--- config.mk ---
export PLATFORM = sky130hd
export DESIGN_NAME = motion_event_poll_qualifier_flat
export DESIGN_NICKNAME = d
export VERILOG_FILES = /design/src/sv/mepq_pkg.sv /design/src/sv/mepq_if.sv /design/src/sv/motion_event_poll_qualifier.sv /design/src/sv/mepq_cfg_regs.sv /design/src/sv/mepq_core.sv /design/src/flat_wrapper.sv
export SDC_FILE = /design/constraint.sdc
export NUM_CORES = 1
export LEC_CHECK = 0
export BUFFER_PORTS_ARGS = -buffer_cell sky130_fd_sc_hd__buf_2
export CAP_MARGIN = 20
export CORE_MARGIN = 4
export CORE_UTILIZATION = 45
export DETAILED_ROUTE_END_ITERATION = 16
export GPL_TIMING_DRIVEN = 0
export PLACE_DENSITY_LB_ADDON = 0.1
export SETUP_SLACK_MARGIN = 0.1
export SKIP_CTS_REPAIR_TIMING = 1
export SLEW_MARGIN = 30
export SYNTH_ARGS = -nofsm -noshare
export SYNTH_HDL_FRONTEND = slang
export SYNTH_HIERARCHICAL = 1
export SYNTH_SLANG_ARGS = --single-unit
--- constraint.sdc ---
create_clock -name clk_i -period 11.7 [get_ports clk_i]
set_input_delay 2.34 -clock clk_i [delete_from_list [all_inputs] [get_ports clk_i]]
set_output_delay 2.34 -clock clk_i [all_outputs]
set_load 0.05 [all_outputs]
--- src/sv/mepq_pkg.sv ---
// ----------------------------------------------------------------------------
// mepq_pkg
// Types and constants shared by the motion event poll qualifier files.
// ----------------------------------------------------------------------------
`default_nettype none

package mepq_pkg;

  // status codes
  localparam logic [7:0] BusFailCode = 8'hFF;
  localparam logic [7:0] MotionMask  = 8'h6A;  // 0x40 | 0x2A

  // configuration register indexes
  localparam int unsigned CfgIdxW = 8;
  localparam logic [CfgIdxW-1:0] RegPollInterval = 8'd0;
  localparam logic [CfgIdxW-1:0] RegStreakLimit  = 8'd1;
  localparam logic [CfgIdxW-1:0] RegCountSpacing = 8'd2;
  localparam logic [CfgIdxW-1:0] RegQuiet        = 8'd3;

  // register reset values
  localparam logic [15:0] PollIntervalRst = 16'd50;
  localparam logic [7:0]  StreakLimitRst  = 8'd5;
  localparam logic [15:0] CountSpacingRst = 16'd500;
  localparam logic [31:0] QuietRst        = 32'd60000;

  localparam logic [7:0] StreakMax = 8'hFF;

  typedef struct packed {
    logic [15:0] poll_interval_ms;
    logic [7:0]  bad_streak_limit;
    logic [15:0] count_spacing_ms;
    logic [31:0] quiet_ms;
  } cfg_t;

  typedef struct packed {
    logic [31:0] now_ms;
    logic [7:0]  status_byte;
    logic        sensor_ready;
  } item_t;

  typedef struct packed {
    logic        polled;
    logic        reinit_request;
    logic [31:0] event_count;
    logic [31:0] last_motion_ms;
    logic [7:0]  failure_streak;
    logic [31:0] reinit_count;
    logic        is_quiet;
  } result_t;

endpackage

`default_nettype wire

--- src/sv/mepq_if.sv ---
// ----------------------------------------------------------------------------
// mepq interfaces
// Poll offer, result and configuration write channels.
// ----------------------------------------------------------------------------
`default_nettype none

interface mepq_in_if;
  logic        valid;
  logic        ready;
  logic [31:0] now_ms;
  logic [7:0]  status_byte;
  logic        sensor_ready;

  modport source (output valid, output now_ms, output status_byte,
                  output sensor_ready, input ready);
  modport sink   (input valid, input now_ms, input status_byte,
                  input sensor_ready, output ready);
endinterface

interface mepq_out_if;
  logic        valid;
  logic        ready;
  logic        polled;
  logic        reinit_request;
  logic [31:0] event_count;
  logic [31:0] last_motion_ms;
  logic [7:0]  failure_streak;
  logic [31:0] reinit_count;
  logic        is_quiet;

  modport source (output valid, output polled, output reinit_request,
                  output event_count, output last_motion_ms,
                  output failure_streak, output reinit_count,
                  output is_quiet, input ready);
  modport sink   (input valid, input polled, input reinit_request,
                  input event_count, input last_motion_ms,
                  input failure_streak, input reinit_count,
                  input is_quiet, output ready);
endinterface

interface mepq_cfg_if;
  logic        valid;
  logic        ready;
  logic [7:0]  index;
  logic [31:0] data;

  modport source (output valid, output index, output data, input ready);
  modport sink   (input valid, input index, input data, output ready);
endinterface

`default_nettype wire

--- src/sv/motion_event_poll_qualifier.sv ---
// ----------------------------------------------------------------------------
// motion_event_poll_qualifier
// Qualifies sensor poll offers and tracks failures, reinits and motion events.
// ----------------------------------------------------------------------------
//  channel   dir   handshake      payload
//  in_i      in    valid/ready    now_ms, status_byte, sensor_ready
//  out_o     out   valid/ready    polled .. is_quiet, one result per offer
//  cfg_i     in    valid/ready    index, data (always ready)
//
// One offer per cycle while out_o is not stalled; each offer passes through
// the input register, then the state update and result register, to result valid.
// Reset clears all state and loads the register defaults.
// A stalled result holds; the input register keeps taking offers until it
// is also full, then in_i.ready drops.
// ----------------------------------------------------------------------------
`default_nettype none

module motion_event_poll_qualifier (
  input  wire logic  clk_i,
  input  wire logic  rst_ni,
  mepq_in_if.sink    in_i,
  mepq_out_if.source out_o,
  mepq_cfg_if.sink   cfg_i
);
  import mepq_pkg::*;

  cfg_t    cfg;
  item_t   item_q;
  logic    item_vld_q;
  result_t res, res_q;
  logic    res_vld_q;
  logic    advance;

  // item moves on when the result register is free or being drained
  assign advance    = item_vld_q && (!res_vld_q || out_o.ready);
  assign in_i.ready = !item_vld_q || advance;

  mepq_cfg_regs u_cfg (
    .clk_i  (clk_i),
    .rst_ni (rst_ni),
    .cfg_i  (cfg_i),
    .cfg_o  (cfg)
  );

  mepq_core u_core (
    .clk_i    (clk_i),
    .rst_ni   (rst_ni),
    .cfg_i    (cfg),
    .item_i   (item_q),
    .commit_i (advance),
    .result_o (res)
  );

  // input register
  always_ff @(posedge clk_i or negedge rst_ni) begin
    if (!rst_ni) begin
      item_vld_q <= 1'b0;
    end else if (in_i.ready) begin
      item_vld_q <= in_i.valid;
    end
  end

  always_ff @(posedge clk_i) begin
    if (in_i.valid && in_i.ready) begin
      item_q.now_ms       <= in_i.now_ms;
      item_q.status_byte  <= in_i.status_byte;
      item_q.sensor_ready <= in_i.sensor_ready;
    end
  end

  // result register
  always_ff @(posedge clk_i or negedge rst_ni) begin
    if (!rst_ni) begin
      res_vld_q <= 1'b0;
    end else if (advance) begin
      res_vld_q <= 1'b1;
    end else if (out_o.ready) begin
      res_vld_q <= 1'b0;
    end
  end

  always_ff @(posedge clk_i) begin
    if (advance) begin
      res_q <= res;
    end
  end

  assign out_o.valid          = res_vld_q;
  assign out_o.polled         = res_q.polled;
  assign out_o.reinit_request = res_q.reinit_request;
  assign out_o.event_count    = res_q.event_count;
  assign out_o.last_motion_ms = res_q.last_motion_ms;
  assign out_o.failure_streak = res_q.failure_streak;
  assign out_o.reinit_count   = res_q.reinit_count;
  assign out_o.is_quiet       = res_q.is_quiet;

endmodule

`default_nettype wire

--- src/sv/mepq_cfg_regs.sv ---
// ----------------------------------------------------------------------------
// mepq_cfg_regs
// Configuration register file; writes to unknown indexes are dropped.
// ----------------------------------------------------------------------------
`default_nettype none

module mepq_cfg_regs (
  input  wire logic     clk_i,
  input  wire logic     rst_ni,
  mepq_cfg_if.sink      cfg_i,
  output mepq_pkg::cfg_t cfg_o
);
  import mepq_pkg::*;

  cfg_t cfg_q, cfg_d;
  logic wr_en;

  // always ready for a transfer
  assign cfg_i.ready = 1'b1;
  assign wr_en       = cfg_i.valid;

  // register decode
  always_comb begin
    cfg_d = cfg_q;
    if (wr_en) begin
      unique case (cfg_i.index)
        RegPollInterval: cfg_d.poll_interval_ms = cfg_i.data[15:0];
        RegStreakLimit:  cfg_d.bad_streak_limit = cfg_i.data[7:0];
        RegCountSpacing: cfg_d.count_spacing_ms = cfg_i.data[15:0];
        RegQuiet:        cfg_d.quiet_ms         = cfg_i.data;
        default:         cfg_d = cfg_q;
      endcase
    end
  end

  always_ff @(posedge clk_i or negedge rst_ni) begin
    if (!rst_ni) begin
      cfg_q.poll_interval_ms <= PollIntervalRst;
      cfg_q.bad_streak_limit <= StreakLimitRst;
      cfg_q.count_spacing_ms <= CountSpacingRst;
      cfg_q.quiet_ms         <= QuietRst;
    end else begin
      cfg_q <= cfg_d;
    end
  end

  assign cfg_o = cfg_q;

endmodule

`default_nettype wire

--- src/sv/mepq_core.sv ---
// ----------------------------------------------------------------------------
// mepq_core
// Poll qualification, failure streak and motion event state, one item a cycle while commit_i is high.
// ----------------------------------------------------------------------------
`default_nettype none

module mepq_core (
  input  wire logic              clk_i,
  input  wire logic              rst_ni,
  input  wire mepq_pkg::cfg_t    cfg_i,
  input  wire mepq_pkg::item_t   item_i,
  input  wire logic              commit_i,
  output mepq_pkg::result_t      result_o
);
  import mepq_pkg::*;

  logic [31:0] last_poll_q, last_poll_d;
  logic [31:0] last_motion_q, last_motion_d;
  logic [31:0] last_counted_q, last_counted_d;
  logic [31:0] events_q, events_d;
  logic [7:0]  bad_q, bad_d;
  logic [31:0] reinits_q, reinits_d;

  logic [31:0] poll_age, count_age, motion_age;
  logic        take, fail, motion, spaced, reinit;
  logic [7:0]  bad_inc;

  // wrapping time differences
  assign poll_age  = item_i.now_ms - last_poll_q;
  assign count_age = item_i.now_ms - last_counted_q;

  assign take   = item_i.sensor_ready &&
                  (poll_age > {16'd0, cfg_i.poll_interval_ms});
  assign fail   = (item_i.status_byte == BusFailCode);
  assign motion = ((item_i.status_byte & MotionMask) != 8'd0);
  assign spaced = (last_counted_q == 32'd0) ||
                  (count_age >= {16'd0, cfg_i.count_spacing_ms});

  // saturating streak increment and limit check
  assign bad_inc = (bad_q < StreakMax) ? bad_q + 8'd1 : bad_q;
  assign reinit  = take && fail && (bad_inc >= cfg_i.bad_streak_limit);

  // next state
  always_comb begin
    last_poll_d    = last_poll_q;
    last_motion_d  = last_motion_q;
    last_counted_d = last_counted_q;
    events_d       = events_q;
    bad_d          = bad_q;
    reinits_d      = reinits_q;
    if (take) begin
      last_poll_d = item_i.now_ms;
      if (fail) begin
        if (reinit) begin
          bad_d     = 8'd0;
          reinits_d = reinits_q + 32'd1;
        end else begin
          bad_d = bad_inc;
        end
      end else begin
        bad_d = 8'd0;
        if (motion) begin
          last_motion_d = item_i.now_ms;
          if (spaced) begin
            last_counted_d = item_i.now_ms;
            events_d       = events_q + 32'd1;
          end
        end
      end
    end
  end

  // quiet flag from the updated motion time
  assign motion_age = item_i.now_ms - last_motion_d;

  always_comb begin
    result_o.polled         = take;
    result_o.reinit_request = reinit;
    result_o.event_count    = events_d;
    result_o.last_motion_ms = last_motion_d;
    result_o.failure_streak = bad_d;
    result_o.reinit_count   = reinits_d;
    result_o.is_quiet       = (last_motion_d == 32'd0) || (motion_age >= cfg_i.quiet_ms);
  end

  // state registers, updated when the item moves to the result register
  always_ff @(posedge clk_i or negedge rst_ni) begin
    if (!rst_ni) begin
      last_poll_q    <= 32'd0;
      last_motion_q  <= 32'd0;
      last_counted_q <= 32'd0;
      events_q       <= 32'd0;
      bad_q          <= 8'd0;
      reinits_q      <= 32'd0;
    end else if (commit_i) begin
      last_poll_q    <= last_poll_d;
      last_motion_q  <= last_motion_d;
      last_counted_q <= last_counted_d;
      events_q       <= events_d;
      bad_q          <= bad_d;
      reinits_q      <= reinits_d;
    end
  end

endmodule

`default_nettype wire

--- src/flat_wrapper.sv ---
// flat-port wrapper written by rule: the top's interface ports become plain ports
module motion_event_poll_qualifier_flat import mepq_pkg::*;
  (clk_i, rst_ni, in_i_valid, in_i_now_ms, in_i_status_byte, in_i_sensor_ready, in_i_ready, out_o_valid, out_o_polled, out_o_reinit_request, out_o_event_count, out_o_last_motion_ms, out_o_failure_streak, out_o_reinit_count, out_o_is_quiet, out_o_ready, cfg_i_valid, cfg_i_index, cfg_i_data, cfg_i_ready);
  mepq_in_if in_i_i ();
  mepq_out_if out_o_i ();
  mepq_cfg_if cfg_i_i ();
  input  wire logic clk_i;
  input  wire logic rst_ni;
  input wire logic [$bits(in_i_i.valid)-1:0] in_i_valid;
  input wire logic [$bits(in_i_i.now_ms)-1:0] in_i_now_ms;
  input wire logic [$bits(in_i_i.status_byte)-1:0] in_i_status_byte;
  input wire logic [$bits(in_i_i.sensor_ready)-1:0] in_i_sensor_ready;
  output wire logic [$bits(in_i_i.ready)-1:0] in_i_ready;
  output wire logic [$bits(out_o_i.valid)-1:0] out_o_valid;
  output wire logic [$bits(out_o_i.polled)-1:0] out_o_polled;
  output wire logic [$bits(out_o_i.reinit_request)-1:0] out_o_reinit_request;
  output wire logic [$bits(out_o_i.event_count)-1:0] out_o_event_count;
  output wire logic [$bits(out_o_i.last_motion_ms)-1:0] out_o_last_motion_ms;
  output wire logic [$bits(out_o_i.failure_streak)-1:0] out_o_failure_streak;
  output wire logic [$bits(out_o_i.reinit_count)-1:0] out_o_reinit_count;
  output wire logic [$bits(out_o_i.is_quiet)-1:0] out_o_is_quiet;
  input wire logic [$bits(out_o_i.ready)-1:0] out_o_ready;
  input wire logic [$bits(cfg_i_i.valid)-1:0] cfg_i_valid;
  input wire logic [$bits(cfg_i_i.index)-1:0] cfg_i_index;
  input wire logic [$bits(cfg_i_i.data)-1:0] cfg_i_data;
  output wire logic [$bits(cfg_i_i.ready)-1:0] cfg_i_ready;
  assign in_i_i.valid = in_i_valid;
  assign in_i_i.now_ms = in_i_now_ms;
  assign in_i_i.status_byte = in_i_status_byte;
  assign in_i_i.sensor_ready = in_i_sensor_ready;
  assign in_i_ready = in_i_i.ready;
  assign out_o_valid = out_o_i.valid;
  assign out_o_polled = out_o_i.polled;
  assign out_o_reinit_request = out_o_i.reinit_request;
  assign out_o_event_count = out_o_i.event_count;
  assign out_o_last_motion_ms = out_o_i.last_motion_ms;
  assign out_o_failure_streak = out_o_i.failure_streak;
  assign out_o_reinit_count = out_o_i.reinit_count;
  assign out_o_is_quiet = out_o_i.is_quiet;
  assign out_o_i.ready = out_o_ready;
  assign cfg_i_i.valid = cfg_i_valid;
  assign cfg_i_i.index = cfg_i_index;
  assign cfg_i_i.data = cfg_i_data;
  assign cfg_i_ready = cfg_i_i.ready;
  motion_event_poll_qualifier u_core (.clk_i(clk_i), .rst_ni(rst_ni), .in_i(in_i_i), .out_o(out_o_i), .cfg_i(cfg_i_i));
endmodule
Word level (Yosys, flattened, before mapping):

Cells that the tools add are included.

* bits in registers: 390
* output and inout bits: 110
* word-level logic and storage cells: 76

* add/subtract/negate cells: 6
* magnitude comparators: 5
* equality and inequality tests: 4
* muxes and demuxes: 16
* bitwise gates (word level): 1
* reduce and logical (&&, ||, !) cells: 22

Operators with widths (number)
* 32-bit two-way mux: 10
* 32-bit subtractor: 3
* 32-bit by 1-bit adder with 32-bit output, second input constant: 2
* 32-bit logical NOT: 2
* 32-bit by 16-bit >= comparator with 1-bit output: 1
* 32-bit >= comparator: 1
* 32-bit by 16-bit > comparator with 1-bit output: 1
* 8-bit two-way mux: 4
* 8-bit by 2-bit == test with 1-bit output, second input constant: 2
* 2-bit AND reduction: 5
* 8-bit by 1-bit adder with 8-bit output, second input constant: 1
* 8-bit by 1-bit == test with 1-bit output, second input constant: 1
* 8-bit == test, second input constant: 1
* 8-bit >= comparator: 1
* 8-bit logical NOT: 1
* 8-bit < comparator, second input constant: 1
* 8-bit nonzero test: 1
* 1-bit logical AND: 5
* 5-bit AND reduction: 1
* 1-bit logical OR: 4
* 1-bit logical NOT: 2
* 1-bit two-way mux: 2
* 2-bit nonzero test: 1
* 1-bit NOT: 1

Longest topological paths before layout:

Gate-level depths: netlist (run 1).

* depth after elaboration: 8
* mapped depth: 53
* depth with buffers taken out: 49

Cells and area by module:

The synthesis (run 1) kept the hierarchy.

Modules (own cells, without submodules)
* mepq_core: instances 1, cells an instance 1994, area an instance 16281.9 um^2, seq. area each 4204.0 um^2
* motion_event_poll_qualifier: instances 1, cells an instance 156, area an instance 4548.1 um^2, seq. area each 4494.3 um^2
* mepq_cfg_regs: instances 1, cells an instance 158, area an instance 2866.5 um^2, seq. area each 1824.2 um^2

Worst setup path before layout (run 1):

Ideal clock, no wire load.

* path kind: flip-flop to flip-flop
* from: reg u_core/item_q[10] (netlist bit)
* to: reg u_core.res_q, in the netlist u_core/out_o.is_quiet, data pin
* arrival: 8897 ps
* required time: 11437 ps
* slack: 2540 ps
* cell stages (with the launch flop): 52
* path buffers: 4
* path through: edfxtp_1 > inv_1 > fa_1 > nand2b_1 > a21oi_1 > o21ai_0 > nand2_1 > a21o_1 > a21oi_1 > xnor2_1 > ha_1 > nand4_1 > nor4_1 > a21oi_1 > or4_1 > nand4b_1 > nor4_2 > a31o_4 > [... 16 more ...] > a21o_1 > a21oi_1 > and3_1 > a21o_1 > o21bai_1 > a211oi_2 > o21ai_0 > xnor2_1 > ha_1 > a21o_1 > a21o_1 > a21oi_1 > nor2b_1 > o21ai_0 > nand2b_1 > a21oi_1 > nor2b_1 > a2111o_1

RTL lines
* start, declared: RTL line motion_event_poll_qualifier.sv:28 `item_t item_q;`
* end signal, assigned: RTL line motion_event_poll_qualifier.sv:84 `res_q <= res;`
* end, declared: RTL line motion_event_poll_qualifier.sv:30 `result_t res, res_q;`

==> metrics.txt, run 1 <==
H-tree Lvls 2; DRT Wirelength 65200 um; post-route ant nets 0; clock-pin slew on the worst setup and hold paths 0.06 ns; largest cells by area after synthesis dfrtp_1 24%, edfxtp_1 19%, ha_1 8.9%; Clock Sink Count 390; initial antenna violation count 0; sequential-to-total area share from yosys stat 44.4%; Hold Vio Cnt, Final 0; Overall Global Routing Usage 22.7%; Slew headroom 42.9%; CTS root buf clkbuf_16; Slew @ Worst Pin 0.851 ns; CP max FO 10; die area 56400 um^2; cell mode on critical path ha_1; Async S/R FF share, synth 62.1%; Pwr Density 174 nW/um^2; clock skew 0.0138 ns; warnings from Yosys 6; DRC 0; delay of the slowest critical-path stage 0.61 ns; worst ir drop on vdd 0.110 mV; Area Overhead vs Synth 15.4%; Slew Limit Fails 0; CTS tree built; Final Cycle Share 92.8%; Startpoint Class flop; Detail Placement HPWL 50600 um; Pwr Total 4.76 mW; Crit Path Class flop to flop; Ports 196; Horiz. Die Dim 237 um; Setup-failing EPs final 0; post-synth top area cell dfrtp_1; pin count of the biggest net entering global routing 82; Cells after Synth 2308; synthesized area per cell 10.3 um^2; RSZ-0062 raised after global routing no; overflow left after global routing 0; post-synth cell types 101; outcome complete, no violations; clock latency on the worst-skew pair 0.57 ns; Min Clock Period, post-route 10.86 ns; CTS Buffer Depth 3; CORE AREA 51700 um^2; Worst Path Required 12.02 ns; Post-layout nets 2820; Yosys reg bits 390; P_leak 12.6 nW; HP Class flop to flop; vias in the first global route 18.0k; share of layout cells above drive strength 1 19.2%; Vias/cell 5.49; slowest CP cell edfxtp_1; FP Rows 83; via count 18.0k; fmax 92.1 MHz; Final GP Congestion 0.919; CTS buffer count 47; maxcap violations 0; post-route insts no fill 3280; DRT Pass-1 Iters 7; Avg WL per Cell 19.9 um; Arr. time, crit path 11.18 ns; IO Port Bufs 194; Ant. Diodes 0; dominant synthesized flop cell dfrtp_1; Post-Syn Nets 2565; cell family with most CP delay compound AO/OA/AOI/OAI gates; starting density of the core 45.8%; initial DRC count 1004; chip height 237 um; Crit. End Element flop; CP Buf/Inv Count 7; Post-synth EDFFs 148; Post-Place Cells 3187; mapped cell area 23700 um^2; Yosys top cell area share 23.7%; first-pass GRT wire length 101000 um
registers in the layout (all words and copies together), names as in the netlist:
| signal | cells |
|---|---|
| u_core/u_core/last_counted_q | 32 |
| u_core/u_core/last_poll_q | 32 |
| u_core/out_o.event_count | 32 |
| u_core/item_q | 41 |
| u_core/u_core/last_motion_q | 32 |
| u_core/out_o.polled | 1 |
| u_core/out_o.is_quiet | 1 |
| u_core/out_o.failure_streak | 8 |
| u_core/out_o.reinit_count | 32 |
| u_core/out_o.last_motion_ms | 32 |
| u_core/u_core/bad_q | 8 |
| u_core/out_o.valid | 1 |
| u_core/u_cfg/cfg_o | 72 |
| u_core/u_core/reinits_q | 32 |
| u_core/out_o.reinit_request | 1 |
| u_core/item_vld_q | 1 |
| u_core/u_core/events_q | 32 |
layer usage:
layer	GRT usage (%)	routed length [um]	up-vias
met5	0	0	-
met4	7.78	2150	0
met3	2.78	2890	121
met2	37.6	30700	441
met1	31.1	29500	8697
li1	-	-	8749
cells by family (layout without fill, tap and decap cells):
| logic type | Yosys count | count (layout) | share of synthesized area [%] |
|---|---|---|---|
| compound gates | 383 | 383 | 10.7 |
| xor+xnor | 184 | 184 | 6.80 |
| fa+ha+maj | 171 | 171 | 9.12 |
| buf+inv | 277 | 569 | 4.93 |
| flops | 390 | 390 | 44.4 |
| mux | 164 | 164 | 7.86 |
| other cells | 1 | 1 | 0.0158 |
| simple gates | 738 | 738 | 16.2 |
worst paths after layout:
check                                                 from                          endpoint  slack, ns  cells past startpoint
min                        u_core/u_core/last_motion_q[12]   u_core/u_core/last_motion_q[12]       0.48                      2
max in group asynchronous                           rst_ni        u_core/u_core/events_q[27]       9.06                      3
min reg2reg                u_core/u_core/last_motion_q[12]   u_core/u_core/last_motion_q[12]       0.48                      2
max                                      u_core/item_q[11]             u_core/out_o.is_quiet       0.84                     46
max reg2reg                              u_core/item_q[11]             u_core/out_o.is_quiet       0.84                     46
min in group asynchronous                           rst_ni  u_core/u_core/last_counted_q[16]       1.59                      1
cells in the final DEF, fill, tap and decap left out, drive strengths merged, types with 87 or more instances in the layout:
master / count
inv: 204
clkbuf: 101
xor2: 97
dfrtp: 224
mux2: 140
buf: 245
o21ai: 87
nor2: 93
edfxtp: 148
a21oi: 107
nand2: 265
ha: 168
xnor2: 87
stage by stage:
stage	TNS (ns)	area (um^2)	hold WS (ns)	setup WS [ns]	utilization [%]
after floorplan	0	23700	0.440	2.54	-
after global placement	-0.220	25500	0.459	-0.220	49.3
after detailed placement	-0.216	25700	0.459	-0.216	49.6
after CTS	-0.268	27200	0.482	-0.268	52.7
after global routing	0	27300	0.502	0.164	52.9
final	0	27300	0.477	0.837	52.9
worst register-to-register path: cells and delay by family (launching register included):
kind / cells / cell delay [ns]
AO/OA/AOI/OAI: 22 / 4.88
XOR/XNOR: 2 / 0.26
adder cells (fa/ha/maj): 5 / 1.59
buffers and inverters: 7 / 1.17
flip-flops: 1 / 0.61
AND/OR/NAND/NOR: 10 / 2.06
cells in the mapped netlist, types with 16 or more instances:
cell type / instances
dfstp_2: 18
ha_1: 168
nand2_1: 265
o21ai_0: 78
a21o_1: 56
nand2b_1: 33
dfrtp_1: 224
o31ai_1: 23
xnor2_1: 87
and3_1: 35
xor2_1: 97
mux2i_1: 23
edfxtp_1: 148
nor4_1: 35
a21oi_1: 100
inv_1: 200
nand3_1: 69
mux2_2: 100
nor3_1: 43
nand4_1: 58
clkbuf_1: 33
nor2b_1: 22
buf_2: 20
nor2_1: 91
mux2_1: 29
o21bai_1: 16
final cells by class:
| cell class | instances | area [um^2] |
|---|---|---|
| Clock inverter | 21 | 278 |
| Fill cell | 4750 | 24400 |
| Multi-Input combinational cell | 1641 | 12100 |
| Tap cell | 680 | 851 |
| Buffer | 75 | 417 |
| Clock buffer | 65 | 1290 |
| Timing Repair Buffer | 206 | 1160 |
| Sequential cell | 390 | 10500 |
| Inverter | 202 | 758 |
where the power goes:
group | total (mW) | internal (mW) | switching, mW
combinational | 1.58 | 0.615 | 0.961
clock | 1.49 | 0.907 | 0.581
sequential | 1.69 | 1.58 | 0.112
total | 4.76 | 3.10 | 1.65
Power figures use the tool's default switching activity.
==> run 2: changes to the inputs <==
--- a/config.mk
+++ b/config.mk
@@ -5,10 +5,11 @@
 export SDC_FILE = /design/constraint.sdc
 export NUM_CORES = 1
 export LEC_CHECK = 0
+export ABC_CLOCK_PERIOD_IN_PS = 11700
 export BUFFER_PORTS_ARGS = -buffer_cell sky130_fd_sc_hd__buf_2
 export CAP_MARGIN = 20
 export CORE_MARGIN = 4
-export CORE_UTILIZATION = 45
+export CORE_UTILIZATION = 25
 export DETAILED_ROUTE_END_ITERATION = 16
 export GPL_TIMING_DRIVEN = 0
 export PLACE_DENSITY_LB_ADDON = 0.1
==> run 2 against run 1 <==
  * Flip-flop and latch count unchanged
  * Via count is 0.39% lower
  * Total power is 0.45% higher
  * Setup slack worse by 0.064 ns
  * Hold slack got worse by 0.0019 ns
  * Combinational power about the same
  * Global-route usage is 7.7 points lower
  * Clock power about the same
  * Critical path depth is 3 higher
  * Routed wire length grew 16%
  * Critical endpoint unchanged
  * Largest cell class unchanged
==> metrics.txt, run 2 (synthesis results as in run 1) <==
first-pass GRT wire length 114000 um (was 101000 um); outcome complete, no violations (unchanged); CTS root buf clkbuf_16 (unchanged); post-route ant nets 0 (unchanged); most common cell after layout, fill and taps aside nand2_1 (unchanged); Detail Placement HPWL 59100 um (was 50600 um); Setup-failing EPs final 0 (unchanged); Crit Path Class flop to flop (unchanged); Final GP Congestion 0.841 (was 0.919); DRC 0 (unchanged); initial DRC count 910 (was 1004); Area Overhead vs Synth 18.5% (was 15.4%); worst ir drop on vdd 0.100 mV (was 0.110 mV); share of layout cells above drive strength 1 19.4% (was 19.2%); FP Rows 112 (was 83); clock-pin slew on the worst setup and hold paths 0.06 ns (about the same); Fill cells 9825 (was 4750); H-tree Lvls 2 (unchanged); via count 17.9k (was 18.0k); delay of the slowest critical-path stage 0.65 ns (was 0.61 ns); Post-Place Cells 3761 (was 3187); Clock Sink Count 390 (unchanged); hold_ws 0.475 ns (was 0.477 ns); clock latency on the worst-skew pair 0.62 ns (was 0.57 ns); Arr. time, crit path 11.28 ns (was 11.18 ns); cell mode on critical path a21o_1 (was ha_1); starting density of the core 25.3% (was 45.8%); CTS tree built (unchanged); Final Cycle Share 93.4% (was 92.8%); max reg flops 72 (unchanged); FF-to-FF End u_core/out_o.is_quiet (unchanged); die area 99800 um^2 (was 56400 um^2); Overall Global Routing Usage 15.0% (was 22.7%); Critical Path Source u_core/item_q[14] (was u_core/item_q[11]); most frequent cells in the layout 265 x nand2_1, 224 x dfrtp_1, 210 x buf_2 (unchanged); overflow left after global routing 0 (unchanged); CTS buffer count 50 (was 47); Area after DPL 26400 um^2 (was 25700 um^2); CORE AREA 93600 um^2 (was 51700 um^2); CP max FO 10 (unchanged); Startpoint Class flop (unchanged); initial antenna violation count 2 (was 0); Horiz. Die Dim 316 um (was 237 um); Min Clock Period, post-route 10.93 ns (was 10.86 ns); post-route insts no fill 3862 (was 3280); maxcap violations 0 (unchanged); HP Class flop to flop (unchanged); worst reg2reg path depth 49 (was 46); RSZ-0062 raised after global routing no (unchanged); Ports 196 (unchanged); slowest CP cell edfxtp_1 (unchanged); CTS Buffer Depth 3 (unchanged); Worst Path Required 12.05 ns (was 12.02 ns); Avg WL per Cell 19.5 um (was 19.9 um); area of the multi-input gates 12100 um^2 (about the same); Crit. End Element flop (unchanged); worst r2r src u_core/item_q[14] (was u_core/item_q[11]); Slew headroom 33.6% (was 42.9%); design area 28100 um^2 (was 27300 um^2); Slew @ Worst Pin 0.992 ns (was 0.851 ns); IO Port Bufs 194 (unchanged); Post-layout nets 2822 (was 2820); fmax 91.5 MHz (was 92.1 MHz); Slew Limit Fails 0 (unchanged); Pwr Density 170 nW/um^2 (was 174 nW/um^2); DRT Pass-1 Iters 5 (was 7); FF+latch area 10500 um^2 (unchanged); P_leak 12.6 nW (about the same); Vias/cell 4.64 (was 5.49); Reg2Reg Setup Slack 0.77 ns (was 0.84 ns); worst setup path end u_core/out_o.is_quiet (unchanged); vias in the first global route 18.5k (was 18.0k); Setup TNS 0 ns (unchanged); chip height 316 um (was 237 um); clock skew 0.0302 ns (was 0.0138 ns); Hold Vio Cnt, Final 0 (unchanged); pin count of the biggest net entering global routing 75 (was 82); DRT Wirelength 75300 um (was 65200 um)
[run 2: changes by cell type in the layout (fill, tap and decap cells not counted), moves of 3 or more]
cell        change
bufinv_16       -5
clkbuf_16       +3
clkinv_1        +6
clkinvlp_4      +8
diode_2         +3
[run 2: per-stage QoR]
stage          utilization (%)  setup slack [ns]  power (mW)
3_5_place_dp              28.2            -0.999        3.32
6_report                  30.0             0.773        4.78
4_1_cts                   29.8             -1.07        4.85
3_3_place_gp              28.0             -1.03        3.30
5_1_grt                   30.0            0.0996        5.11
2_1_floorplan                -              2.54        2.85
[run 2: how the worst min path moves through the flow]
stage	start	endpoint	slack [ns]	cells after the start
floorplan	u_core/u_core/last_motion_q[17]	u_core/u_core/last_motion_q[17]	0.44	2
global placement	u_core/u_core/last_motion_q[22]	u_core/u_core/last_motion_q[22]	0.46	2
global route	u_core/u_core/last_motion_q[28]	u_core/u_core/last_motion_q[28]	0.50	2
CTS	u_core/u_core/last_motion_q[23]	u_core/u_core/last_motion_q[23]	0.48	2
finish	u_core/u_core/last_motion_q[4]	u_core/u_core/last_motion_q[4]	0.47	2
detailed placement	u_core/u_core/last_motion_q[17]	u_core/u_core/last_motion_q[17]	0.46	2
[run 2: critical path, delay by kind of cell, from the launching register on]
family	cells	cell delay, ns
AOI/OAI and AO/OA	23	4.81
adders and majority gates	5	1.62
DFF	1	0.65
and+or+nand+nor	12	1.94
xor gates and xnor gates	2	0.42
buffers and inverters	7	1.15
[run 2: layout make-up]
cell class	count	share of cell area (%)
inverters	202	2.71
clock buffers	67	4.90
flip-flops and latches	390	37.5
well taps	1254	5.59
plain buffers	75	1.48
multi-input cells	1641	43.1
clock inverters	25	0.628
diodes	3	0.0267
repair buffers	205	4.12
[run 2: layer usage]
metal | vias up | track usage (%) | share of wire, %
met2 | 353 | 25.2 | 48
met3 | 114 | 1.91 | 3.7
met4 | 0 | 5.58 | 3.4
met1 | 8719 | 19.7 | 45
met5 | - | 0 | 0
li1 | 8751 | - | -
[run 2: power breakdown]
group	internal, mW	switching [mW]	leakage, nW
Sequential	1.58	0.116	4.56
Clock	0.845	0.628	0.737
Combinational	0.619	0.990	7.28
==> run 3: changes to the inputs <==
--- a/config.mk
+++ b/config.mk
@@ -7,12 +7,13 @@
 export LEC_CHECK = 0
 export ABC_CLOCK_PERIOD_IN_PS = 11700
 export BUFFER_PORTS_ARGS = -buffer_cell sky130_fd_sc_hd__buf_2
-export CAP_MARGIN = 20
+export CAP_MARGIN = 10
 export CORE_MARGIN = 4
 export CORE_UTILIZATION = 25
 export DETAILED_ROUTE_END_ITERATION = 16
 export GPL_TIMING_DRIVEN = 0
-export PLACE_DENSITY_LB_ADDON = 0.1
+export PLACE_DENSITY = 0.42
+export REMOVE_ABC_BUFFERS = 1
 export SETUP_SLACK_MARGIN = 0.1
 export SKIP_CTS_REPAIR_TIMING = 1
 export SLEW_MARGIN = 30
==> run 3 against run 2 <==
  * The run now ends with capacitance limit, slew limit left
  * Critical path type unchanged
  * Sequential power is essentially flat
  * Count of clock-buffer cells in the layout shrank 10
  * Largest cell class unchanged
  * Routed wire length shrank 6.3%
  * Final cell count shrank 1.9%
  * Flip-flop and latch count is the same
  * Highest routed layer is now met5
  * Non-clock buffer count shrank 67
  * Maximum frequency shrank 0.52%
  * Critical endpoint unchanged
  * Sequential share of layout area grew 0.42 points
  * First-iteration DRC count shrank 5.4%
  * Utilization shrank 0.33 points
==> metrics.txt, run 3 (synthesis results as in run 1) <==
outcome finished, violations left (was complete, no violations); failing checks capacitance limit, slew limit; initial antenna violation count 6 (was 2); starting density of the core 25.3% (unchanged); most frequent cells in the layout 263 x nand2_1, 224 x dfrtp_1, 200 x inv_1 (was 265 x nand2_1, 224 x dfrtp_1, 210 x buf_2); max reg flops 72 (unchanged); worst ir drop on vdd 0.101 mV (was 0.100 mV); RSZ-0062 raised after global routing no (unchanged); DRT Pass-1 Iters 5 (unchanged); clock skew 0.0473 ns (was 0.0302 ns); Final GP Congestion 0.868 (was 0.841); Post-Place Cells 3694 (was 3761); Pwr Density 170 nW/um^2 (about the same); share of layout cells above drive strength 1 18.5% (was 19.4%); Worst Path Required 12.04 ns (was 12.05 ns); Crit Path Class flop to flop (unchanged); Min Clock Period, post-route 10.98 ns (was 10.93 ns); Crit. End Element flop (unchanged); Overall Global Routing Usage 13.8% (was 15.0%); Ports 196 (unchanged); DRT Wirelength 70600 um (was 75300 um); IO Port Bufs 194 (unchanged); P_leak 12.4 nW (was 12.6 nW); CORE AREA 93600 um^2 (unchanged); maxcap violations 1 (was 0); delay of the slowest critical-path stage 0.56 ns (was 0.65 ns); clock latency on the worst-skew pair 0.63 ns (was 0.62 ns); Slew Limit Fails 4 (was 0); first-pass GRT wire length 107000 um (was 114000 um); pin count of the biggest net entering global routing 80 (was 75); Ant. Diodes 0 (was 3); cell mode on critical path a21oi_1 (was a21o_1); CTS Buffer Depth 3 (unchanged); clock-pin slew on the worst setup and hold paths 0.06 ns (about the same); CTS root buf clkbuf_16 (unchanged); Fill cells 9829 (was 9825); Arr. time, crit path 11.33 ns (was 11.28 ns); Setup-failing EPs final 0 (unchanged); vias in the first global route 18.1k (was 18.5k); via count 17.7k (was 17.9k); Hold Vio Cnt, Final 0 (unchanged); most common cell after layout, fill and taps aside nand2_1 (unchanged); Pwr Total 4.71 mW (was 4.78 mW); Detail Placement HPWL 53100 um (was 59100 um); Vias/cell 4.68 (was 4.64); H-tree Lvls 2 (unchanged); CP max FO 30 (was 10); post-route insts no fill 3788 (was 3862); DRC 0 (unchanged); Area Overhead vs Synth 17.1% (was 18.5%); fmax 91.0 MHz (was 91.5 MHz); Final Cycle Share 93.9% (was 93.4%); post-route ant nets 0 (unchanged); Avg WL per Cell 18.6 um (was 19.5 um); overflow left after global routing 0 (unchanged); CTS tree built (unchanged); FP Rows 112 (unchanged); CTS buffer count 47 (was 50); chip height 316 um (unchanged); Post-layout nets 2753 (was 2822); initial DRC count 861 (was 910); die area 99800 um^2 (unchanged); slowest CP cell edfxtp_1 (unchanged); Clock Sink Count 390 (unchanged); Slew headroom -44.7% (was 33.6%); HP Class flop to flop (unchanged); Slew @ Worst Pin 2.14 ns (was 0.992 ns); Startpoint Class flop (unchanged); Horiz. Die Dim 316 um (unchanged)
## run 3: area by class of cell
class | instances | area, um^2 | share of cell area [%]
Inverter | 202 | 758 | 2.73
Multi-Input combinational cell | 1642 | 12100 | 43.6
Sequential cell | 390 | 10500 | 37.9
Timing Repair Buffer | 213 | 1310 | 4.73
Clock buffer | 57 | 1240 | 4.48
Clock inverter | 30 | 256 | 0.924
Tap cell | 1254 | 1570 | 5.65
## run 3: final timing paths
| check | from | end | slack (ns) | depth (start not counted) |
|---|---|---|---|---|
| setup / recovery | u_core/item_q[13] | u_core/out_o.is_quiet | 0.72 | 43 |
| hold / removal | u_core/u_core/last_motion_q[17] | u_core/u_core/last_motion_q[17] | 0.47 | 2 |
| setup reg to reg | u_core/item_q[13] | u_core/out_o.is_quiet | 0.72 | 43 |
| hold reg to reg | u_core/u_core/last_motion_q[17] | u_core/u_core/last_motion_q[17] | 0.47 | 2 |
| max in group asynchronous | rst_ni | u_core/u_cfg/cfg_o[61] | 9.01 | 3 |
| min in group asynchronous | rst_ni | u_core/u_core/events_q[21] | 1.57 | 1 |
## run 3: worst max-delay path, delay by kind of cell (launching register included)
| kind | cells | cell delay [ns] |
|---|---|---|
| compound gates | 21 | 4.80 |
| simple gates | 14 | 3.18 |
| fa+ha+maj | 5 | 1.67 |
| flops | 1 | 0.56 |
| buf+inv | 2 | 0.26 |
| xor+xnor | 1 | 0.19 |
## run 3: layer usage
metal / GRT usage [%] / up-vias / part of all wire (%)
met3: 2.08 / 102 / 4.1
met5: 0 / - / 0.018
met2: 23.4 / 341 / 47
li1: - / 8629 / -
met1: 18.0 / 8646 / 46
met4: 4.22 / 2 / 2.7
## run 3: where the power goes
part	leakage [nW]	switching, mW	total, mW	internal [mW]
combinational	7.14	0.970	1.58	0.611
sequential	4.56	0.115	1.69	1.58
clock	0.719	0.628	1.44	0.808
total	12.4	1.71	4.71	3.00
## run 3: through the flow
stage / cell area, um^2 / setup TNS [ns] / setup WS, ns / hold slack (ns) / util (%)
after floorplan: 23300 / 0 / 1.88 / 0.440 / -
after detailed placement: 26200 / -0.443 / -0.443 / 0.458 / 27.9
after global routing: 27800 / 0 / 0.119 / 0.492 / 29.7
after global placement: 25800 / -191.14 / -3.23 / 0.453 / 27.6
after CTS: 27700 / -0.522 / -0.522 / 0.476 / 29.6
final: 27800 / 0 / 0.716 / 0.472 / 29.7
